## src/rtl/kntok_pkg.sv

```systemverilog
// kntok_pkg: shared types, constants and character class helpers for the
// keyword/number tokenizer. No dependencies; used by every rtl file.

package kntok_pkg;

    // word buffer depth for keyword compare, and width of the position counters
    localparam int KEYWORD_CHARS  = 6;
    localparam int POSITION_WIDTH = 16;

    // fixed field widths of one result beat
    localparam int FIELD_W   = 16;
    localparam int WORD_LEN_W = $clog2(KEYWORD_CHARS + 2);

    // output queue, depth must be a power of two and at least two
    localparam int OUTQ_DEPTH = 4;
    localparam int OUTQ_IDX_W = $clog2(OUTQ_DEPTH);
    localparam int OUTQ_CNT_W = $clog2(OUTQ_DEPTH + 1);

    // keyword table
    localparam int KW_COUNT   = 10;
    localparam int KW_MAX_LEN = 6;

    localparam logic [7:0] CH_TAB        = 8'h09;
    localparam logic [7:0] CH_LF         = 8'h0A;
    localparam logic [7:0] CH_CR         = 8'h0D;
    localparam logic [7:0] CH_SPACE      = 8'h20;
    localparam logic [7:0] CH_DOLLAR     = 8'h24;
    localparam logic [7:0] CH_HASH       = 8'h23;
    localparam logic [7:0] CH_POINT      = 8'h2E;
    localparam logic [7:0] CH_UNDERSCORE = 8'h5F;
    localparam logic [7:0] CH_NUL        = 8'h00;

    typedef logic [POSITION_WIDTH-1:0]   pos_t;
    typedef logic [WORD_LEN_W-1:0]       word_len_t;
    typedef logic [KEYWORD_CHARS-1:0][7:0] word_buf_t;

    typedef enum logic [3:0] {
        TK_EOF      = 4'd0,
        TK_ERROR    = 4'd1,
        TK_IDENT    = 4'd2,
        TK_NUMBER   = 4'd3,
        TK_DEF      = 4'd4,
        TK_EXTERN   = 4'd5,
        TK_IF       = 4'd6,
        TK_THEN     = 4'd7,
        TK_ELSE     = 4'd8,
        TK_FOR      = 4'd9,
        TK_IN       = 4'd10,
        TK_BINARY   = 4'd11,
        TK_UNARY    = 4'd12,
        TK_LET      = 4'd13,
        TK_OPERATOR = 4'd14
    } tok_kind_t;

    typedef enum logic [2:0] {
        MODE_IDLE      = 3'd0,
        MODE_WORD      = 3'd1,
        MODE_NUM_DIGIT = 3'd2,
        MODE_NUM_POINT = 3'd3,
        MODE_COMMENT   = 3'd4
    } lex_mode_t;

    typedef struct packed {
        tok_kind_t          kind;
        logic [7:0]         op_char;
        logic [FIELD_W-1:0] line;
        logic [FIELD_W-1:0] column;
        logic               last;
    } tok_res_t;

    // up to two results per input beat, r0 first
    typedef struct packed {
        logic [1:0] n;
        tok_res_t   r0;
        tok_res_t   r1;
    } tok_push_t;

    localparam logic [7:0] KW_TEXT [KW_COUNT][KW_MAX_LEN] = '{
        '{"d", "e", "f", CH_NUL, CH_NUL, CH_NUL},
        '{"e", "x", "t", "e", "r", "n"},
        '{"i", "f", CH_NUL, CH_NUL, CH_NUL, CH_NUL},
        '{"t", "h", "e", "n", CH_NUL, CH_NUL},
        '{"e", "l", "s", "e", CH_NUL, CH_NUL},
        '{"f", "o", "r", CH_NUL, CH_NUL, CH_NUL},
        '{"i", "n", CH_NUL, CH_NUL, CH_NUL, CH_NUL},
        '{"b", "i", "n", "a", "r", "y"},
        '{"u", "n", "a", "r", "y", CH_NUL},
        '{"l", "e", "t", CH_NUL, CH_NUL, CH_NUL}
    };
    localparam int KW_LEN [KW_COUNT] = '{3, 6, 2, 4, 4, 3, 2, 6, 5, 3};
    localparam tok_kind_t KW_KIND [KW_COUNT] = '{
        TK_DEF, TK_EXTERN, TK_IF, TK_THEN, TK_ELSE,
        TK_FOR, TK_IN, TK_BINARY, TK_UNARY, TK_LET
    };

    function automatic logic is_letter(input logic [7:0] c);
        return (c >= "A" && c <= "Z") || (c >= "a" && c <= "z");
    endfunction

    function automatic logic is_digit(input logic [7:0] c);
        return c >= "0" && c <= "9";
    endfunction

    function automatic logic is_word_start(input logic [7:0] c);
        return is_letter(c) || c == CH_UNDERSCORE || c == CH_DOLLAR;
    endfunction

    function automatic logic is_space(input logic [7:0] c);
        return c == CH_SPACE || (c >= CH_TAB && c <= CH_CR);
    endfunction

    // parallel compare of the word buffer against all keywords
    function automatic tok_kind_t word_kind(input word_buf_t wbuf, input word_len_t wlen);
        tok_kind_t kind;
        logic      hit;
        kind = TK_IDENT;
        for (int k = 0; k < KW_COUNT; k++) begin
            hit = (wlen == WORD_LEN_W'(KW_LEN[k]));
            for (int i = 0; i < KW_MAX_LEN; i++) begin
                if (i < KW_LEN[k] && wbuf[i] != KW_TEXT[k][i]) begin
                    hit = 1'b0;
                end
            end
            if (hit) begin
                kind = KW_KIND[k];
            end
        end
        return kind;
    endfunction

    function automatic tok_res_t make_res(input tok_kind_t kind, input logic [7:0] op_char,
                                          input pos_t line, input pos_t column);
        tok_res_t r;
        r.kind    = kind;
        r.op_char = op_char;
        r.line    = FIELD_W'(line);
        r.column  = FIELD_W'(column);
        r.last    = 1'b0;
        return r;
    endfunction

endpackage

```

## src/rtl/kntok_lexer.sv

```systemverilog
// kntok_lexer: lexer state, position counters and keyword buffer; turns one
// input beat into up to two results combinationally. Depends on kntok_pkg.

module kntok_lexer (
    input  logic               aclk,
    input  logic               aresetn,
    input  logic               advance,
    input  logic [7:0]         ch,
    input  logic               eoi,
    output kntok_pkg::tok_push_t push
);
    import kntok_pkg::*;

    lex_mode_t mode_reg, mode_next;
    logic      point_seen_reg, point_seen_next;
    logic      dap_reg, dap_next;
    word_buf_t wbuf_reg;
    word_len_t wlen_reg, wlen_next;
    pos_t      line_reg, line_next;
    pos_t      col_reg, col_next;
    pos_t      tline_reg, tline_next;
    pos_t      tcol_reg, tcol_next;

    logic      wr_en;
    word_len_t wr_sel;
    logic      is_nl;
    pos_t      line_adv, col_adv;
    logic      do_start;
    logic      emit_a, emit_b;
    tok_res_t  res_a, res_b;
    tok_res_t  out0, out1;

    always_ff @(posedge aclk) begin
        if (!aresetn) begin
            mode_reg       <= MODE_IDLE;
            point_seen_reg <= 1'b0;
            dap_reg        <= 1'b0;
            wlen_reg       <= '0;
            line_reg       <= pos_t'(1);
            col_reg        <= '0;
            tline_reg      <= pos_t'(1);
            tcol_reg       <= '0;
        end else if (advance) begin
            mode_reg       <= mode_next;
            point_seen_reg <= point_seen_next;
            dap_reg        <= dap_next;
            wlen_reg       <= wlen_next;
            line_reg       <= line_next;
            col_reg        <= col_next;
            tline_reg      <= tline_next;
            tcol_reg       <= tcol_next;
        end
    end

    // word buffer, no reset: only entries below the word length are compared
    always_ff @(posedge aclk) begin
        for (int i = 0; i < KEYWORD_CHARS; i++) begin
            if (advance && wr_en && wr_sel == WORD_LEN_W'(i)) begin
                wbuf_reg[i] <= ch;
            end
        end
    end

    always_comb begin
        is_nl    = (ch == CH_LF) || (ch == CH_CR);
        line_adv = line_reg;
        col_adv  = col_reg;
        if (is_nl) begin
            if (line_reg != {POSITION_WIDTH{1'b1}}) begin
                line_adv = line_reg + pos_t'(1);
            end
            col_adv = '0;
        end else if (col_reg != {POSITION_WIDTH{1'b1}}) begin
            col_adv = col_reg + pos_t'(1);
        end

        mode_next       = mode_reg;
        point_seen_next = point_seen_reg;
        dap_next        = dap_reg;
        wlen_next       = wlen_reg;
        line_next       = line_reg;
        col_next        = col_reg;
        tline_next      = tline_reg;
        tcol_next       = tcol_reg;
        wr_en           = 1'b0;
        wr_sel          = '0;
        do_start        = 1'b0;
        emit_a          = 1'b0;
        emit_b          = 1'b0;
        res_a           = '0;
        res_b           = '0;

        if (eoi) begin
            // flush pending token, then eof at the unmoved position
            unique case (mode_reg)
                MODE_WORD: begin
                    emit_a = 1'b1;
                    res_a  = make_res(word_kind(wbuf_reg, wlen_reg), CH_NUL, tline_reg, tcol_reg);
                end
                MODE_NUM_DIGIT: begin
                    emit_a = 1'b1;
                    res_a  = make_res(TK_NUMBER, CH_NUL, tline_reg, tcol_reg);
                end
                MODE_NUM_POINT: begin
                    emit_a = 1'b1;
                    res_a  = make_res(dap_reg ? TK_NUMBER : TK_ERROR, CH_NUL,
                                      tline_reg, tcol_reg);
                end
                default: ;
            endcase
            emit_b    = 1'b1;
            res_b     = make_res(TK_EOF, CH_NUL, line_reg, col_reg);
            mode_next = MODE_IDLE;
        end else begin
            line_next = line_adv;
            col_next  = col_adv;
            unique case (mode_reg)
                MODE_COMMENT: begin
                    if (is_nl) begin
                        mode_next = MODE_IDLE;
                    end
                end
                MODE_WORD: begin
                    if (is_word_start(ch) || is_digit(ch)) begin
                        wr_en  = (wlen_reg < WORD_LEN_W'(KEYWORD_CHARS));
                        wr_sel = wlen_reg;
                        if (wlen_reg <= WORD_LEN_W'(KEYWORD_CHARS)) begin
                            wlen_next = wlen_reg + WORD_LEN_W'(1);
                        end
                    end else begin
                        emit_a   = 1'b1;
                        res_a    = make_res(word_kind(wbuf_reg, wlen_reg), CH_NUL,
                                            tline_reg, tcol_reg);
                        do_start = 1'b1;
                    end
                end
                MODE_NUM_DIGIT: begin
                    if (is_digit(ch)) begin
                        if (point_seen_reg) begin
                            dap_next = 1'b1;
                        end
                    end else if (ch == CH_POINT && !point_seen_reg) begin
                        point_seen_next = 1'b1;
                    end else begin
                        emit_a = 1'b1;
                        // second point or letter glued to the number
                        if (ch == CH_POINT || is_letter(ch)) begin
                            res_a = make_res(TK_ERROR, CH_NUL, line_adv, col_adv);
                        end else begin
                            res_a = make_res(TK_NUMBER, CH_NUL, tline_reg, tcol_reg);
                        end
                        do_start = 1'b1;
                    end
                end
                MODE_NUM_POINT: begin
                    if (is_digit(ch)) begin
                        dap_next = 1'b1;
                    end else begin
                        emit_a = 1'b1;
                        if (is_letter(ch)) begin
                            res_a = make_res(TK_ERROR, CH_NUL, line_adv, col_adv);
                        end else begin
                            res_a = make_res(dap_reg ? TK_NUMBER : TK_ERROR, CH_NUL,
                                             tline_reg, tcol_reg);
                        end
                        do_start = 1'b1;
                    end
                end
                default: begin
                    do_start = 1'b1;
                end
            endcase

            // character as first of a new token
            if (do_start) begin
                mode_next = MODE_IDLE;
                if (!is_space(ch)) begin
                    tline_next = line_adv;
                    tcol_next  = col_adv;
                    if (is_word_start(ch)) begin
                        mode_next = MODE_WORD;
                        wr_en     = 1'b1;
                        wr_sel    = '0;
                        wlen_next = WORD_LEN_W'(1);
                    end else if (is_digit(ch)) begin
                        mode_next       = MODE_NUM_DIGIT;
                        point_seen_next = 1'b0;
                        dap_next        = 1'b0;
                    end else if (ch == CH_POINT) begin
                        mode_next       = MODE_NUM_POINT;
                        point_seen_next = 1'b1;
                        dap_next        = 1'b0;
                    end else if (ch == CH_HASH) begin
                        mode_next = MODE_COMMENT;
                    end else begin
                        emit_b = 1'b1;
                        res_b  = make_res(TK_OPERATOR, ch, line_adv, col_adv);
                    end
                end
            end
        end

        out0      = emit_a ? res_a : res_b;
        out0.last = !(emit_a && emit_b);
        out1      = res_b;
        out1.last = 1'b1;
        push.r0   = out0;
        push.r1   = out1;
        push.n    = advance ? (2'(emit_a) + 2'(emit_b)) : 2'd0;
    end

endmodule

```

## src/rtl/kntok_outq.sv

```systemverilog
// kntok_outq: small result queue that takes up to two results per cycle and
// hands out one per beat on the master side. Depends on kntok_pkg.

module kntok_outq (
    input  logic                   aclk,
    input  logic                   aresetn,
    input  kntok_pkg::tok_push_t   push,
    input  logic                   out_ready,
    output logic                   out_valid,
    output kntok_pkg::tok_res_t    out_res,
    output logic                   room
);
    import kntok_pkg::*;

    tok_res_t                q_mem [OUTQ_DEPTH];
    logic [OUTQ_IDX_W-1:0]   wr_ptr_reg, rd_ptr_reg;
    logic [OUTQ_CNT_W-1:0]   count_reg;
    logic                    pop;

    assign out_valid = (count_reg != '0);
    assign out_res   = q_mem[rd_ptr_reg];
    assign pop       = out_valid && out_ready;
    // room for a full two-result beat
    assign room      = (count_reg <= OUTQ_CNT_W'(OUTQ_DEPTH - 2));

    always_ff @(posedge aclk) begin
        if (push.n != 2'd0) begin
            q_mem[wr_ptr_reg] <= push.r0;
        end
        if (push.n == 2'd2) begin
            q_mem[wr_ptr_reg + OUTQ_IDX_W'(1)] <= push.r1;
        end
    end

    always_ff @(posedge aclk) begin
        if (!aresetn) begin
            wr_ptr_reg <= '0;
            rd_ptr_reg <= '0;
            count_reg  <= '0;
        end else begin
            wr_ptr_reg <= wr_ptr_reg + OUTQ_IDX_W'(push.n);
            rd_ptr_reg <= rd_ptr_reg + OUTQ_IDX_W'(pop);
            count_reg  <= count_reg + OUTQ_CNT_W'(push.n) - OUTQ_CNT_W'(pop);
        end
    end

endmodule

```

## src/rtl/keyword_number_tokenizer_unit.sv

```systemverilog
// keyword_number_tokenizer_unit: top level of the streaming tokenizer, input
// register plus kntok_lexer and kntok_outq. Depends on kntok_pkg.
//
// usage
//   slave side: one beat per source character, s_tdata = char_code,
//   s_tuser = end_of_input (char ignored); a beat is taken when
//   s_tvalid and s_tready are both high
//   master side: one beat per token, m_tuser = token_kind,
//   m_tdata = {start_column, start_line, operator_char}, m_tlast marks
//   the final token caused by one input beat; an end mark always yields
//   at least the eof token
//   path: a taken input beat waits in the input register, then the lexer
//   writes its results straight into the queue once the queue has room
//   throughput: one input beat per cycle as long as each beat yields at
//   most one token and m_tready stays high; a beat that yields two tokens
//   costs one more master beat, the master side moving one token per cycle
//   s_tready is set by the input register and the fill of the 4-entry
//   result queue, which must hold room for two results
//   reset: aresetn low clears the lexer to idle, line 1 column 0, and
//   empties the queue; the keyword buffer is not cleared
//   stall: with m_tready low the queue fills, then the input register
//   holds its beat and s_tready drops; nothing is lost or repeated

module keyword_number_tokenizer_unit (
    input  logic        aclk,
    input  logic        aresetn,
    input  logic        s_tvalid,
    output logic        s_tready,
    input  logic [7:0]  s_tdata,   // [7:0] char_code
    input  logic        s_tuser,   // [0] end_of_input
    output logic        m_tvalid,
    input  logic        m_tready,
    output logic [39:0] m_tdata,   // [7:0] operator_char, [23:8] start_line,
                                   // [39:24] start_column
    output logic [3:0]  m_tuser,   // [3:0] token_kind
    output logic        m_tlast    // last token of the input beat
);
    import kntok_pkg::*;

    // input register
    logic       in_valid_reg;
    logic [7:0] in_char_reg;
    logic       in_eoi_reg;

    logic       advance;
    logic       room;
    tok_push_t  push;
    tok_res_t   out_res;

    // lexer steps when a beat is held and the queue can take two results
    assign advance  = in_valid_reg && room;
    assign s_tready = !in_valid_reg || advance;

    always_ff @(posedge aclk) begin
        if (!aresetn) begin
            in_valid_reg <= 1'b0;
        end else if (s_tvalid && s_tready) begin
            in_valid_reg <= 1'b1;
        end else if (advance) begin
            in_valid_reg <= 1'b0;
        end
    end

    // payload, no reset
    always_ff @(posedge aclk) begin
        if (s_tvalid && s_tready) begin
            in_char_reg <= s_tdata;
            in_eoi_reg  <= s_tuser;
        end
    end

    kntok_lexer u_lexer (
        .aclk    (aclk),
        .aresetn (aresetn),
        .advance (advance),
        .ch      (in_char_reg),
        .eoi     (in_eoi_reg),
        .push    (push)
    );

    kntok_outq u_outq (
        .aclk      (aclk),
        .aresetn   (aresetn),
        .push      (push),
        .out_ready (m_tready),
        .out_valid (m_tvalid),
        .out_res   (out_res),
        .room      (room)
    );

    // pack result beat
    assign m_tuser = out_res.kind;
    assign m_tdata = {out_res.column, out_res.line, out_res.op_char};
    assign m_tlast = out_res.last;

endmodule

```

## config.mk

```make
export PLATFORM = sky130hd
export DESIGN_NAME = keyword_number_tokenizer_unit
export DESIGN_NICKNAME = d
export VERILOG_FILES = /design/src/rtl/kntok_pkg.sv /design/src/rtl/kntok_lexer.sv /design/src/rtl/kntok_outq.sv /design/src/rtl/keyword_number_tokenizer_unit.sv
export SDC_FILE = /design/constraint.sdc
export NUM_CORES = 1
export LEC_CHECK = 0
export ABC_AREA = 1
export ABC_CLOCK_PERIOD_IN_PS = 5150
export BUFFER_PORTS_ARGS = -buffer_cell sky130_fd_sc_hd__buf_2
export CELL_PAD_IN_SITES_DETAIL_PLACEMENT = 2
export CELL_PAD_IN_SITES_GLOBAL_PLACEMENT = 2
export CORE_ASPECT_RATIO = 0.5
export CORE_MARGIN = 1
export CORE_UTILIZATION = 37
export CTS_CLUSTER_DIAMETER = 200
export DETAILED_ROUTE_END_ITERATION = 8
export GPL_ROUTABILITY_DRIVEN = 0
export PLACE_DENSITY = 0.84
export SYNTH_ARGS = -nofsm -noshare
export SYNTH_HDL_FRONTEND = slang
export SYNTH_SLANG_ARGS = --single-unit
```

## constraint.sdc

```tcl
create_clock -name aclk -period 5.15 [get_ports aclk]
set_input_delay 0.2575 -clock aclk [delete_from_list [all_inputs] [get_ports aclk]]
set_output_delay 0.2575 -clock aclk [all_outputs]
set_load 0.005 [all_outputs]
```

After elaboration in Yosys (flattened, before gate mapping)
Memory sizes are Yosys's and may differ from the RTL's. A register that Yosys moved wholly into a read port is not among the register bits.
Index checks and enable logic that the tools add are counted.
{"block": "word_totals", "ff_bits": 137, "latchBits": 0, "ramBits": 180, "elab_cells": 332, "n_memories": 1, "in_bits": 13, "mem_bits_ro": 0, "output_inout_bits": 47}
{"name": "u_outq.q_mem", "depth": 4, "width": 45, "read_ports": 1, "rd_ports_with_merged_regs": 1, "write_ports": 2, "line_no": "kntok_outq.sv:15", "source": "tok_res_t q_mem [OUTQ_DEPTH];"}
{"block": "op_classes", "eq_ne": 55, "div_mod_pow": 0, "mux": 197, "mul": 0, "n_addsub": 9, "bitwise_logic": 2, "n_shift": 0, "n_lt_le_gt_ge": 11, "n_reduce_logical": 37}
{"cell": "2-to-1 mux 45 bit", "count": 14}
{"cell": "case mux 45 bit (3 select lines)", "count": 2}
{"cell": "inequality test 8 x 7 -> 1 bit, second input constant", "count": 31}
{"cell": "2-to-1 mux 1 bit", "count": 129}
{"cell": "2-to-1 mux 3 bit", "count": 26}
{"cell": "2-to-1 mux 16 bit", "count": 4}
{"cell": "2-to-1 mux 4 bit", "count": 15}
{"cell": "2-to-1 mux 43 bit", "count": 1}
{"cell": "adder 16 x 1 -> 16 bit, second input constant", "count": 2}
{"cell": "equality test 8 x 6 -> 1 bit, second input constant", "count": 4}
{"cell": "inequality test 16 bit, second input constant", "count": 2}
{"cell": "equality test 3 x 2 -> 1 bit, second input constant", "count": 6}
{"cell": "equality test 3 bit, second input constant", "count": 6}
{"cell": "equality test 8 x 4 -> 1 bit, second input constant", "count": 2}
{"cell": ">= comparator 8 x 7 -> 1 bit, second input constant", "count": 2}
{"cell": "less-or-equal comparator 8 x 7 -> 1 bit, second input constant", "count": 2}
{"cell": "logical AND 1 bit", "count": 16}
{"cell": "nonzero test 3 bit", "count": 3}
{"cell": "equality test 8 x 7 -> 1 bit, second input constant", "count": 1}
{"cell": ">= comparator 8 x 4 -> 1 bit, second input constant", "count": 1}
{"cell": ">= comparator 8 x 6 -> 1 bit, second input constant", "count": 1}
{"cell": "less-or-equal comparator 8 x 4 -> 1 bit, second input constant", "count": 1}
{"cell": "less-or-equal comparator 8 x 6 -> 1 bit, second input constant", "count": 1}
{"cell": "logical OR 1 bit", "count": 8}
{"cell": "other kinds (24)", "count": 31}

Longest topological paths before layout
Gate-level depths: netlist (run 1).
{"block": "depth", "depth_word": 23, "mapped_depth": 21}

Hierarchy
A second synthesis (run 1) with hierarchy kept.
{"block": "hier_totals", "hier_cells": 2399, "hier_area_um2": 18764.2}
{"mod": "kntok_outq", "area_each_um2": 9410.3, "cells_each": 940, "n_inst": 1}
{"mod": "kntok_lexer", "area_each_um2": 9024.9, "cells_each": 1441, "n_inst": 1}
{"mod": "keyword_number_tokenizer_unit", "area_each_um2": 329.1, "cells_each": 18, "n_inst": 1}

Worst setup path after synthesis (run 1)
No wires, ideal clock.
{"block": "synth_path", "path_type": "reg-to-reg", "start": "reg in_char_reg[4]", "end": "mem u_outq.q_mem[1][33] (netlist name), data pin", "synth_period_minus_slack_ns": 3.950, "slack_ns": 1.200, "arrival_ns": 3.796, "required_ns": 4.996, "n_path_buf": 1, "path_stages_with_launch": 19, "setup_time_ns": 0.154, "path_cell_list": "edfxtp_1 > inv_2 > nand2_1 > nor2_2 > nand2_1 > nand2_1 > nand2_1 > nand4_2 > nand3_1 > nand2_2 > inv_2 > buf_2 > ha_1 > inv_1 > a21oi_2 > nand3_1 > nand2_1 > o21ai_1 > nor2_1"}
{"item": "start, declared", "line_no": "keyword_number_tokenizer_unit.sv:42", "source": "logic [7:0] in_char_reg;"}
{"item": "start signal, assigned", "line_no": "keyword_number_tokenizer_unit.sv:67", "source": "in_char_reg <= s_tdata;"}
{"item": "end, declared", "line_no": "kntok_outq.sv:15"}

==> out/summary.txt, run 1 <==
Outcome: finished clean
Cell accounting for the most synthesized area: edfxtp_1
R2R cell count: 15
Clock sinks: 317
CTS resizes: 0
Final #Nets: 2414
Layout cells sized above 1: 0.0763
Largest net degree at the start of global routing: 92
Min-delay src: s_tvalid
DP HPWL: 48400 microns
Clk Latency, worst-skew pair: 0.55 ns
Antenna diode count: 0
Max Cap Violations: 0
P_leak: 8.31 nW
Root Buffer: clkbuf_16
CTS Buf Count: 34
Clock Skews: 0.0263 ns
Cells after Synth: 2373
Top cells by area, synth: edfxtp_1 (39%), nand2_1 (16%), dfxtp_1 (9.9%)
Max Clock Freq: 216 MHz
First-pass DRT Iterations: 5
Grt met2 use: 0.565
Met3 Usage GRT: 0.0337
Busiest grt layer: met2
Placed insts: 2980
Seq/Total Area, Yosys: 0.487
Initial antenna violation count: 0
Worst hold stages: 3
CP max FO: 29
Total congestion overflow: 0
Worst Max-Slew Pin Slew: 1.40 ns
IO Port Bufs: 59
Critical path type: reg2reg
Reg2reg setup slack: 0.53 ns
Die Width: 312 microns
CTS tree: yes
Tmin final: 4.62 ns
Syn-to-layout area delta: 11.7%
Io pins: 60
Met1 Usage GRT: 0.363
Largest register FFs: 180
Post-synth EDFFs: 229
Via count: 17500
Core Region: 0.0471 sq mm
Vias in the first global route: 19100
DIE HEIGHT: 157 microns
Syn nets: 2400
CP required: 5.33 ns
R2R Path Start: in_char_reg[1]
Yosys top cell area share: 0.387
Post-route ant nets: 0
Final setup viols: 0
Clock-pin slew on the worst setup and hold paths: 0.08 ns
Clock share of power: 0.345
Crit path capture type: flop
Fin. max-slew vios: 0
Sw Share: 0.357
CP startpoint kind: flop
Yosys warnings: 0
Period utilization: 0.897
Setup tns final: 0 ns
Switching power: 2.78 mW
Hold_ws: 0.0636 ns
First-pass GRT wire length: 114000 microns
Clock buffer depth: 3
Most frequent cells in the layout: nand2_1 (768), nor2_1 (294), nand3_1 (279)
Wirelength, routed: 74800 microns
RSZ-0062 raised after global routing: no
Final Hold Fails: 0
Core Rows: 56
Power Density: 392 mW/mm^2
Vias per cell: 5.74
Non-filler cells, final: 3050
Setup crit end: u_outq.q_mem[0][24]
Post-CTS Setup Inserts: 0
Post-synthesis async set-or-reset flop share: 0
Unique masters post-synth: 44
Internal Pwr Total: 5.00 mW
Reg power frac: 0.396
Worst Hold Class: in2reg
Reg-to-reg critical path endpoint: u_outq.q_mem[0][24]
Worst setup startpoint: in_char_reg[1]
Initial core utilization: 0.377
Remaining DRCs: 0
Die area: 0.0489 sq mm
Max-slew headroom: 0.0697
Avg WL per Cell: 24.5 microns
Flops & latches, synth: 317
Maximum level of the CTS H-tree: 2
Peak supply drop: 0.199 mV
Synth Area per Inst: 7.48 sq um
DRT iter0 DRCs: 1110
Gr usage total: 0.304
Most common cell after layout, fill and taps aside: nand2_1
Most common flop cell mapped by yosys: edfxtp_1
Mapped cell area: 0.0178 sq mm
Crit path DAT: 4.80 ns
Gate power share: 0.259
kinds of logic (layout without fill, tap and decap cells):
family / Yosys count / count (layout) / share of synthesized area
AOI/OAI and AO/OA: 286 / 286 / 0.0859
xor gates and xnor gates: 13 / 13 / 0.00641
adders and majority gates: 14 / 14 / 0.0103
buffers and inverters: 289 / 328 / 0.0657
DFF: 317 / 317 / 0.487
and+or+nand+nor: 1454 / 1454 / 0.345
cells in the mapped netlist, types with 2 or more instances:
library cell,count
o21ai_1,6
o22ai_1,45
o211ai_1,2
xor2_1,10
nand4_1,61
nor2_1,297
clkbuf_1,66
a21oi_2,3
xnor2_1,3
nor3_1,12
nor2_4,2
nand2_1,772
nand2_2,5
and3_1,2
buf_1,14
inv_1,157
buf_6,3
a21oi_1,64
inv_2,8
a21boi_0,2
buf_2,29
nand3_2,6
nor2_2,6
or2_2,2
o21bai_1,3
buf_4,6
o21ai_0,158
nand3_1,279
dfxtp_1,88
edfxtp_1,229
nor3b_1,2
ha_1,13
clkinv_1,6
nand3b_1,2
metal layers:
metal | vias up | share of wire
li1 | 7929 | -
met1 | 9011 | 0.42
met2 | 437 | 0.51
met3 | 140 | 0.039
met4 | 0 | 0.034
met5 | - | 0
worst min-delay path by stage:
stage / endpoint
3_3_place_gp: in_char_reg[7]
4_1_cts: in_valid_reg
6_report: in_valid_reg
2_1_floorplan: in_char_reg[0]
5_1_grt: in_valid_reg
3_5_place_dp: in_char_reg[4]
power groups by stage:
stage          clock network, mW  registers (mW)  logic, mW
2_1_floorplan                  0            3.07       1.15
3_3_place_gp                   0            3.11       1.86
3_5_place_dp                   0            3.13       1.96
4_1_cts                     2.70            3.08       2.00
5_1_grt                     2.80            3.10       2.17
6_report                    2.68            3.08       2.01
worst max-delay path, stage by stage (launching register included):
cell	delay, ns
edfxtp_1	0.68
nand2_1	0.29
nand2_1	0.14
nand2_1	0.12
nand3_2	0.20
nand3_2	0.21
nor3_4	0.19
nand2_1	0.14
nand2_1	0.11
ha_1	0.25
inv_1	0.16
a21oi_2	0.26
nand3_1	0.26
nor3_4	0.21
or2_2	0.45
buf_4	0.52
metrics by stage:
stage / total power [mW] / utilization / area, sq um / setup WS, ns
after floorplan: 4.22 / - / 17800 / 1.20
after global placement: 4.97 / 0.395 / 18600 / 1.11
after detailed placement: 5.08 / 0.395 / 18600 / 0.774
after CTS: 7.78 / 0.421 / 19800 / 0.574
after global routing: 8.07 / 0.421 / 19800 / 0.276
final: 7.78 / 0.421 / 19800 / 0.528
layout make-up:
class / instances / area [sq um]
clock inverter: 18 / 234
sequential: 317 / 8640
fill: 5461 / 27300
tap: 638 / 798
timing repair buffer: 96 / 608
inverter: 171 / 642
clock buffer: 43 / 925
multi-input combinational: 1767 / 7990
timing repair:
item	4_1_cts	5_1_grt
hold buffers	9	0
hold endpoints to repair	9	0
endpoints found under the setup margin	0	0
Power figures use the tool's default switching activity.
==> run 2: changes to the inputs <==
--- a/config.mk
+++ b/config.mk
@@ -6,7 +6,7 @@
 export NUM_CORES = 1
 export LEC_CHECK = 0
 export ABC_AREA = 1
-export ABC_CLOCK_PERIOD_IN_PS = 5150
+export ABC_CLOCK_PERIOD_IN_PS = 4800
 export BUFFER_PORTS_ARGS = -buffer_cell sky130_fd_sc_hd__buf_2
 export CELL_PAD_IN_SITES_DETAIL_PLACEMENT = 2
 export CELL_PAD_IN_SITES_GLOBAL_PLACEMENT = 2
==> constraint.sdc (replaced) <==
create_clock -name aclk -period 4.8 [get_ports aclk]
set_input_delay 0.24 -clock aclk [delete_from_list [all_inputs] [get_ports aclk]]
set_output_delay 0.24 -clock aclk [all_outputs]
set_load 0.005 [all_outputs]
==> run 2 against run 1 <==
Global-route usage decreased by 1.0 points. Sequential share of layout area increased by 0.31 points. Non-clock buffer count increased by 4. Largest power group unchanged. Combinational power increased by 5%. Worst setup slack improved by 0.090 ns.
==> out/summary.txt, run 2 (same netlist as run 1, synthesis figures left out) <==
Period utilization: 0.871 (-0.0261)
Outcome: finished clean
Clk Latency, worst-skew pair: 0.62 ns (+0.07 ns)
RSZ-0062 raised after global routing: no
CP startpoint kind: flop
Most common cell after layout, fill and taps aside: nand2_1
Max Clock Freq: 239 MHz (+11%)
Die Width: 312 microns (unchanged)
Syn-to-layout area delta: 10.9%
Final core utilization: 0.418 (-0.00298)
Avg WL per Cell: 23.5 microns (-4.2%)
Vias per cell: 5.65 (-1.7%)
Reg2reg setup slack: 0.62 ns (+0.09 ns)
Critical path's largest stage delay: 0.63 ns (-0.05 ns)
Gr usage total: 0.294 (-0.0105)
Total congestion overflow: 0 (unchanged)
Vias in the first global route: 18900 (-1.2%)
First-pass DRT Iterations: 5 (unchanged)
Reg power frac: 0.416 (+0.020)
Post-CTS Setup Inserts: 0 (unchanged)
Die area: 0.0489 sq mm (unchanged)
Clock buffer depth: 3 (unchanged)
DIE HEIGHT: 157 microns (unchanged)
Worst Path Buf+Inv: 3 (+1)
Layout cells sized above 1: 0.0738 (-0.00249)
IO Port Bufs: 59 (unchanged)
Root Buffer: clkbuf_16
Tmin final: 4.18 ns (-0.440 ns)
Core Rows: 56 (unchanged)
Internal Pwr Total: 5.08 mW (+1.5%)
DP HPWL: 48100 microns (-0.62%)
Final Hold Fails: 0 (unchanged)
Setup ws final: 0.618 ns (+0.0896 ns)
Most frequent cells in the layout: nand2_1 (768), nor2_1 (294), nand3_1 (279)
Crit path DAT: 4.63 ns (-0.17 ns)
Clock-pin slew on the worst setup and hold paths: 0.07 ns (about the same)
Io pins: 60 (unchanged)
Final setup viols: 0 (unchanged)
Fin. max-slew vios: 0 (unchanged)
Critical path type: reg2reg
Gate power share: 0.267 (+0.008)
Worst hold stages: 3 (unchanged)
Setup tns final: 0 ns (unchanged)
Via count: 17200 (-1.7%)
CTS tree: yes
Largest register FFs: 180 (unchanged)
Maximum level of the CTS H-tree: 1 (-1)
Core Region: 0.0471 sq mm (unchanged)
CP required: 5.25 ns (-0.08 ns)
R2R cell count: 18 (+3)
Max Cap Violations: 0 (unchanged)
Sw Share: 0.360 (+0.00325)
DRT iter0 DRCs: 967 (-13%)
Worst Max-Slew Pin Slew: 1.11 ns (-0.290 ns)
Clock sinks: 317 (unchanged)
Largest net degree at the start of global routing: 92 (unchanged)
Power Density: 403 mW/mm^2 (+2.7%)
Post-cts hold buffer count: 10 (+1)
Hold_ws: 0.287 ns (+0.223 ns)
Switching power: 2.86 mW (+2.9%)
Crit path capture type: flop
Clock Skews: 0.0405 ns (+0.0142 ns)
Final #Nets: 2415 (+0.041%)
Initial core utilization: 0.377 (unchanged)
Initial antenna violation count: 1 (+1)
Post-route ant nets: 0 (unchanged)
Clock share of power: 0.317 (-0.028)
Antenna diode count: 0 (unchanged)
P_leak: 8.24 nW (-0.91%)
Wirelength, routed: 71700 microns (-4.2%)
DP Worst Slack: 0.705 ns (-0.0687 ns)
First-pass GRT wire length: 111000 microns (-2.7%)
Most used cell, CP: nand2_1
CP max FO: 32 (+10%)
Placed insts: 2983 (+0.10%)
Critical Path Stages: 18 (+3)
Worst Hold Class: in2reg
Remaining DRCs: 0 (unchanged)
CTS Buf Count: 31 (-8.8%)
Max-slew headroom: 0.263 (+0.193)
Cell family with most CP delay: simple AND/OR/NAND/NOR gates
CTS resizes: 0 (unchanged)
Peak supply drop: 0.224 mV (+13%)
Non-filler cells, final: 3050 (unchanged)
Crit-path cells: nand2_1 -> nand2_1 -> nand2_1 -> nand3_2 -> nand4_2 -> nand2_2 -> nand2_1 -> nand2_1 -> ha_1 -> inv_1 -> a21oi_2 -> nand3_1 -> nor2_1 -> nand2_1 -> clkinv_1 -> buf_4 -> nand2_1 -> nand2_1
Slowest-stage cell, CP: edfxtp_1
-- run 2: changes by cell type in the layout (fill, tap and decap cells not counted), sizes merged --
cell | previous run | this run
buf | 87 | 90
bufinv | 5 | 3
clkbuf | 43 | 38
clkinv | 16 | 17
clkinvlp | 1 | 4
dlygate4sd3 | 9 | 10
inv | 167 | 166
-- run 2: power by group through the flow --
| stage | clock, mW | sequential [mW] | combinational, mW |
|---|---|---|---|
| CTS | 2.54 | 3.30 | 2.13 |
| floorplan | 0 | 3.29 | 1.24 |
| detailed placement | 0 | 3.36 | 2.09 |
| global route | 2.64 | 3.32 | 2.31 |
| global placement | 0 | 3.34 | 2.00 |
| finish | 2.51 | 3.30 | 2.12 |
-- run 2: layout make-up --
type	instances	area, sq um
clock buffer	38	802
clock inverter	19	184
fill	5437	27400
inverter	171	642
multi-input combinational	1767	7990
sequential	317	8640
tap	638	798
timing repair buffer	100	641
-- run 2: final timing paths --
kind                         startpoint                    end
setup / recovery         in_char_reg[1]     u_outq.q_mem[2][1]
hold / removal                  aresetn    u_outq.count_reg[0]
setup reg to reg         in_char_reg[1]     u_outq.q_mem[2][1]
hold reg to reg   u_lexer.tline_reg[13]  u_lexer.tline_reg[13]
-- run 2: stage by stage --
stage	cell area [sq um]	power, mW
global route	19700	8.27
floorplan	17800	4.53
global placement	18600	5.34
finish	19700	7.94
detailed placement	18600	5.45
CTS	19700	7.97
-- run 2: layer usage --
metal  wire length (microns)  vias to the layer above  global-route usage
met5                       0                        -                   0
met4                    1870                        0              0.0864
met3                    2420                      100              0.0305
met2                   37300                      337               0.554
met1                   30100                     8854               0.354
li1                        -                     7932                   -
-- run 2: worst min-delay path, cell delays in order --
cell	delay, ns
buf_2	0.41
nand2_1	0.17
inv_1	0.03
